**src/rtl/trq_pkg.sv**
```systemverilog
// Package for the two-class ready queue: item types, cell link types,
// operation and status codes. No dependencies; used by every RTL file.
`default_nettype none

package trq_pkg;

  localparam int TASK_ID_W         = 6;
  localparam int PRIO_W            = 8;
  localparam int CNT_W             = 7;
  localparam int MAX_CELLS         = 64;
  localparam int NUM_TASKS_DEFAULT = 64;

  localparam logic [1:0] MODE_AWAKEN = 2'd0;
  localparam logic [1:0] MODE_PICK   = 2'd1;
  localparam logic [1:0] MODE_REPRIO = 2'd2;
  localparam logic [1:0] MODE_QUERY  = 2'd3;

  localparam logic [1:0] ST_DONE           = 2'd0;
  localparam logic [1:0] ST_NOT_QUEUED     = 2'd1;
  localparam logic [1:0] ST_ALREADY_QUEUED = 2'd2;

  localparam logic [PRIO_W-1:0] LOW_PRIORITY_VALUE = 8'd1;

  // Class bit: 1 is the low class, 0 the high class.
  localparam logic CLS_HIGH = 1'b0;
  localparam logic CLS_LOW  = 1'b1;

  typedef struct packed {
    logic [1:0]           mode;
    logic [TASK_ID_W-1:0] task_id;
    logic [PRIO_W-1:0]    priority_req;
  } req_t;

  typedef struct packed {
    logic                 picked_valid;
    logic [TASK_ID_W-1:0] picked_id;
    logic                 any_ready;
    logic [1:0]           status;
  } res_t;

  typedef struct packed {
    logic                 valid;
    logic [TASK_ID_W-1:0] id;
    logic                 cls;
  } entry_t;

  // Passed from each cell to its right-hand neighbour.
  typedef struct packed {
    logic                 seen_high;
    logic                 hit;
    logic [TASK_ID_W-1:0] id_acc;
  } chain_t;

  // Broadcast from the sequencer to every cell.
  typedef struct packed {
    logic                 find;
    logic                 shift;
    logic                 pick;
    logic                 remove_en;
    logic                 fallback;
    logic [TASK_ID_W-1:0] task_id;
    logic                 app_en;
    logic [TASK_ID_W-1:0] app_pos;
    logic [TASK_ID_W-1:0] app_id;
    logic                 app_cls;
  } cmd_t;

endpackage

`default_nettype wire

```
**src/rtl/two_class_ready_queue_core.sv**
```systemverilog
// Top level of the two-class ready queue: sequencer and the row of cells.
// Depends on trq_pkg and trq_cell.
//
//   channel   ports                 handshake
//   request   req (req_t)           taken when start is high and busy is low
//   result    result (res_t)        valid for the one cycle that done is high
//
// Each item passes through the accept edge, a search pass along the
// cell row (match, oldest high task, removal mark), and a shift pass in which
// the row closes the gap and the appended task is written at the tail. done
// rises in the cycle after the shift, and start is taken in that same cycle.
// Reset is synchronous and empties the row at once. The receiver cannot
// stall; done is high for one cycle only.
`default_nettype none

module two_class_ready_queue_core #(
  parameter int NUM_TASKS = trq_pkg::NUM_TASKS_DEFAULT
) (
  input  wire logic          clk,
  input  wire logic          rst,
  input  wire logic          start,
  output logic               busy,
  input  wire trq_pkg::req_t req,
  output logic               done,
  output trq_pkg::res_t      result
);
  import trq_pkg::*;

  // Task ids are six bits wide, so no more than MAX_CELLS tasks can queue.
  localparam int NumCells = (NUM_TASKS < MAX_CELLS) ? NUM_TASKS : MAX_CELLS;

  localparam logic [1:0] S_IDLE  = 2'd0;
  localparam logic [1:0] S_FIND  = 2'd1;
  localparam logic [1:0] S_SHIFT = 2'd2;

  logic [1:0]           state;
  req_t                 req_r;
  res_t                 res_r;
  logic [CNT_W-1:0]     count;
  logic                 app_en;
  logic [TASK_ID_W-1:0] app_pos;
  logic                 app_cls;

  cmd_t                 cmd;
  chain_t               links [NumCells+1];
  entry_t               entries [NumCells];

  logic                 is_pick;
  logic                 any_high;
  logic                 id_in_range;
  logic                 new_cls;
  res_t                 res_next;
  logic [CNT_W-1:0]     count_next;
  logic                 app_en_next;
  logic [TASK_ID_W-1:0] app_pos_next;

  assign busy        = (state != S_IDLE);
  assign is_pick     = (req_r.mode == MODE_PICK);
  assign any_high    = links[NumCells].seen_high;
  assign id_in_range = (32'(req_r.task_id) < NUM_TASKS);
  assign new_cls     = (req_r.priority_req == LOW_PRIORITY_VALUE) ? CLS_LOW : CLS_HIGH;
  assign links[0]    = '0;

  always_comb begin
    cmd.find      = (state == S_FIND);
    cmd.shift     = (state == S_SHIFT);
    cmd.pick      = is_pick;
    cmd.remove_en = is_pick || (req_r.mode == MODE_REPRIO);
    // With no high task queued, pick takes the head cell, so the whole row moves.
    cmd.fallback  = is_pick & ~any_high;
    cmd.task_id   = req_r.task_id;
    cmd.app_en    = app_en;
    cmd.app_pos   = app_pos;
    cmd.app_id    = req_r.task_id;
    cmd.app_cls   = app_cls;
  end

  for (genvar i = 0; i < NumCells; i++) begin : g_cell
    entry_t right;
    if (i == NumCells - 1) begin : g_last
      assign right = '0;
    end else begin : g_inner
      assign right = entries[i+1];
    end
    trq_cell #(
      .CELL_IDX (i)
    ) u_cell (
      .clk       (clk),
      .rst       (rst),
      .cmd       (cmd),
      .chain_in  (links[i]),
      .chain_out (links[i+1]),
      .right_in  (right),
      .entry     (entries[i])
    );
  end

  always_comb begin
    res_next     = '0;
    count_next   = count;
    app_en_next  = 1'b0;
    app_pos_next = count[TASK_ID_W-1:0];
    case (req_r.mode)
      MODE_AWAKEN: begin
        if (links[NumCells].hit) begin
          res_next.status = ST_ALREADY_QUEUED;
        end else if (id_in_range) begin
          app_en_next = 1'b1;
          count_next  = count + CNT_W'(1);
        end
      end
      MODE_PICK: begin
        if (count != '0) begin
          res_next.picked_valid = 1'b1;
          res_next.picked_id    = any_high ? links[NumCells].id_acc : entries[0].id;
          count_next            = count - CNT_W'(1);
        end
      end
      MODE_REPRIO: begin
        if (links[NumCells].hit) begin
          // After the gap closes the tail slot is the last occupied one.
          app_en_next  = 1'b1;
          app_pos_next = TASK_ID_W'(count - CNT_W'(1));
        end else begin
          res_next.status = ST_NOT_QUEUED;
        end
      end
      default: begin
      end
    endcase
    res_next.any_ready = (count_next != '0);
  end

  always_ff @(posedge clk) begin
    if (rst) begin
      state  <= S_IDLE;
      count  <= '0;
      done   <= 1'b0;
      app_en <= 1'b0;
    end else begin
      done <= 1'b0;
      unique case (state)
        S_IDLE: begin
          if (start) begin
            state <= S_FIND;
          end
        end
        S_FIND: begin
          count  <= count_next;
          app_en <= app_en_next;
          state  <= S_SHIFT;
        end
        S_SHIFT: begin
          app_en <= 1'b0;
          done   <= 1'b1;
          state  <= S_IDLE;
        end
        default: begin
          state <= S_IDLE;
        end
      endcase
    end
  end

  always_ff @(posedge clk) begin
    if (state == S_IDLE && start) begin
      req_r <= req;
    end
    if (state == S_FIND) begin
      res_r   <= res_next;
      app_pos <= app_pos_next;
      app_cls <= new_cls;
    end
  end

  assign result = res_r;

endmodule

`default_nettype wire

```
**src/rtl/trq_cell.sv**
```systemverilog
// One cell of the ready queue row: holds one queued task and its class.
// Depends on trq_pkg for the entry, link and command types.
`default_nettype none

module trq_cell #(
  parameter int CELL_IDX = 0
) (
  input  wire logic            clk,
  input  wire logic            rst,
  input  wire trq_pkg::cmd_t   cmd,
  input  wire trq_pkg::chain_t chain_in,
  output trq_pkg::chain_t      chain_out,
  input  wire trq_pkg::entry_t right_in,
  output trq_pkg::entry_t      entry
);
  import trq_pkg::*;

  logic                 valid;
  logic [TASK_ID_W-1:0] id;
  logic                 cls;
  logic                 rm;
  logic                 target;
  logic                 load_new;

  always_comb begin
    if (cmd.pick) begin
      // The oldest task of the high class is the one with no high task to its left.
      target = valid & (cls == CLS_HIGH) & ~chain_in.seen_high;
    end else begin
      target = valid & (id == cmd.task_id);
    end
    chain_out.seen_high = chain_in.seen_high | (valid & (cls == CLS_HIGH));
    chain_out.hit       = chain_in.hit | target;
    chain_out.id_acc    = chain_in.id_acc | (target ? id : '0);
  end

  assign load_new = cmd.app_en && (cmd.app_pos == TASK_ID_W'(CELL_IDX));
  assign entry    = '{valid: valid, id: id, cls: cls};

  always_ff @(posedge clk) begin
    if (rst) begin
      valid <= 1'b0;
      rm    <= 1'b0;
    end else if (cmd.find) begin
      // Every cell at or right of the removed one takes its neighbour's item.
      rm <= cmd.remove_en & (chain_out.hit | cmd.fallback);
    end else if (cmd.shift) begin
      if (load_new) begin
        valid <= 1'b1;
      end else if (rm) begin
        valid <= right_in.valid;
      end
    end
  end

  always_ff @(posedge clk) begin
    if (cmd.shift) begin
      if (load_new) begin
        id  <= cmd.app_id;
        cls <= cmd.app_cls;
      end else if (rm) begin
        id  <= right_in.id;
        cls <= right_in.cls;
      end
    end
  end

endmodule

`default_nettype wire

```
**config.mk**
```make
export PLATFORM = sky130hd
export DESIGN_NAME = two_class_ready_queue_core
export DESIGN_NICKNAME = d
export VERILOG_FILES = /design/src/rtl/trq_pkg.sv /design/src/rtl/two_class_ready_queue_core.sv /design/src/rtl/trq_cell.sv
export SDC_FILE = /design/constraint.sdc
export NUM_CORES = 2
export LEC_CHECK = 0
export BUFFER_PORTS_ARGS = -buffer_cell sky130_fd_sc_hd__buf_4
export CORE_MARGIN = 10
export CORE_UTILIZATION = 55
export CTS_CLUSTER_SIZE = 8
export DETAILED_ROUTE_END_ITERATION = 8
export PLACE_DENSITY_LB_ADDON = 0.1
export SYNTH_ARGS = -nofsm -noshare
export SYNTH_HDL_FRONTEND = slang
export SYNTH_HIERARCHICAL = 1
export SYNTH_SLANG_ARGS = --single-unit
```
**constraint.sdc**
```tcl
create_clock -name clk -period 21.4 [get_ports clk]
set_input_delay 3.21 -clock clk [delete_from_list [all_inputs] [get_ports clk]]
set_output_delay 3.21 -clock clk [all_outputs]
set_load 0.02 [all_outputs]
```
==> metrics.md <==
| Metric | Value |
|---|---|
| CTS tree | done |
| Crit path largest cell delay | ~380 ps |
| # rows | 100 |
| Post-DP HPWL | around 72000 um |
| Final Max Slew Viols | 0 |
| Ant diodes | 0 |
| Hold Slack | 549 ps |
| Clk buf depth | 3 |
| Fraction of layout instances using a drive strength above 1 | about a third |
| Slowest cell on crit path | edfxtp_1 |
| Via-to-Cell Ratio | between 6 and 7 |
| Routability cong. | 0.893 |
| CP Launch Type | flop |
| IO buf count | 30 |
| CTS sink count | between 600 and 700 |
| Maximum capacitance violations | 0 |
| Kind of critical path | reg2reg |
| Fin util | between 60% and 70% |
| Cells after DPL | between 4000 and 5000 |
| Die H | just under 300 um |
| CTS root buf | clkbuf_16 |
| Final Cycle Share | approximately 96% |
| WL met1 | slightly below 50000 um |
| 1st-iter DRT viols | 1978 |
| Worst Path Buf+Inv | 1 |
| CTS Buf Count | 87 |
| Clk Latency, worst-skew pair | between 600 and 700 ps |
| DRT Pass-1 Iters | 5 |
| Worst-path clk slew | about 50 ps |
| Post-Synthesis Cells | 3476 |
| Ys Warns | 6 |
| Crit path required time | between 20000 and 25000 ps |
| Achievable Freq | slightly below 50 MHz |
| Final setup viols | 0 |
| Vias in the first global route | roughly 29000 |
| First-pass GRT wire length | about 170000 um |
| # H-tree levels | 3 |
| Worst min-delay path class | reg2reg |
| Worst-path maximum fanout | 16 |
| Initial Utilization | 55.7% |
| Nets@finish | ~3500 |
| Remaining DRCs | 0 |
| Critical Path AT | between 20000 and 25000 ps |
| Core area | roughly 75000 sq um |
| Mapped cell area | 41700 sq um |
| Initial antenna violation count | 0 |
| Total routed wirelength | roughly 110000 um |
| Final setup margin | between 700 and 800 ps |
| Leak | roughly 17 nW |
| Kind of cell adding the most delay to the critical path | simple AND/OR/NAND/NOR gates |
| Vias | 28500 |
| Final Hold Viols | 0 |
| Outcome | completed |
| Setup bufs post-CTS | 0 |
| Post-route ant nets | 0 |
| Slew of the pin with the lowest slew margin | ~1300 ps |
| Pwr Density | 71.4 nW/um^2 |
| Top Metal Used | met4 |
| Global Route Usage Sum | about a quarter |
| Pre-CTS setup slack | about 850 ps |
| Clock Skew | ~24 ps |
| WL met3 | a little over 6000 um |
| # hold bufs at CTS | 0 |
| Die width | between 200 and 300 um |
| Min Tclk post-route | 20640 ps |
| Post_cts resized | 0 |
| Area Growth Syn to Fin | 8.48% |
| Slew HR | about 11% |
| Fillcell total | 6001 |
| Grt total ovfl | 0 |
| Final TNS setup | 0 ps |
| Final Non-Filler Cells | approximately 4600 |
| Met2 WL post-DR | about 51000 um |
| Mean Syn Cell Area | between 10 and 15 sq um |
| Avg WL per Cell | about 24 um |
| Maximum number of pins on one net before global-route repair | 84 |
| CP Capture Type | flop |
| Worst VDD drop | approximately 0.000055 V |
| Die ar. | approximately 87000 sq um |
| RSZ-0062 raised after global routing | false |
| IO Pins | 31 |
| Cell mode on critical path | or2_4 |
==> metal layers <==
| layer | track usage, % | vias to the layer above |
|---|---|---|
| li1 | - | 13200 |
| met1 | 33.1 | 14400 |
| met2 | 39.9 | 831 |
| met3 | 3.65 | 169 |
| met4 | 7.44 | 0 |
| met5 | 0 | - |
==> flip-flops by register name (all words and copies together) (netlist names) <==
name                 flops
g_cell.u_cell/rm        64
done                     1
cmd                      6
g_cell.u_cell/cls       64
g_cell.u_cell/valid     64
app_en                   1
state                    2
app_cls                  1
req_r                   10
g_cell.u_cell/id       384
count                    7
result                  10
app_pos                  6
==> cell type report <==
class | instances | area (sq um) | share of cell area (%)
well taps | 969 | 1210 | 2.68
clock buffers | 159 | 2550 | 5.65
multi-input cells | 2580 | 23000 | 50.8
repair buffers | 84 | 647 | 1.43
flip-flops and latches | 620 | 17200 | 38.1
inverters | 145 | 544 | 1.20
clock inverters | 2 | 25.0 | 0.0554
==> path summary, 6_finish.rpt <==
| path | start | to | slack, ps | cells after the start |
|---|---|---|---|---|
| worst max register to register | req_r[15] | result[2] | 760 | 74 |
| worst min register to register | g_cell[26].u_cell/valid | g_cell[26].u_cell/valid | 550 | 1 |
| worst min-delay path | g_cell[26].u_cell/valid | g_cell[26].u_cell/valid | 550 | 1 |
| worst max-delay path | req_r[15] | result[2] | 760 | 74 |
==> per-stage QoR <==
stage,power [mW],area [sq um]
after CTS,3.25,45200
after global placement,1.91,42600
after global routing,3.34,45200
final,3.23,45200
after floorplan,1.76,41800
after detailed placement,1.92,42600
==> placed cells by master, fill, tap and decap left out, types with 35 or more instances in the layout <==
master	count
nor3_1	38
a21o_2	275
a21o_1	145
clkbuf_1	67
mux2_2	435
nor2b_1	99
nor2_1	100
clkbuf_16	92
nand3_1	38
and2b_1	35
dfxtp_1	138
inv_1	144
o41ai_4	35
o41a_1	56
nand2_1	66
edfxtp_1	481
nand2b_1	91
nand4_1	69
o21a_1	64
o21bai_1	47
or2_4	37
xnor2_1	283
a21oi_1	140
buf_4	82
xor2_1	106
a21boi_0	35
nand4_2	37
==> worst register-to-register path: cells and delay by family (launching register included) <==
| kind | cells | cell delay [ps] |
|---|---|---|
| AND/OR/NAND/NOR | 69 | 18830 |
| adder cells (fa/ha/maj) | 1 | 320 |
| flip-flops | 1 | 380 |
| buffers and inverters | 1 | 150 |
| AO/OA/AOI/OAI | 3 | 710 |
==> power by group <==
part | switching, mW | internal, mW | total, mW
Clock | 0.525 | 0.796 | 1.32
Combinational | 0.361 | 0.203 | 0.563
Sequential | 0.0266 | 1.32 | 1.34
Total | 0.913 | 2.31 | 3.23
No activity file was read; power rests on OpenSTA's default activity.
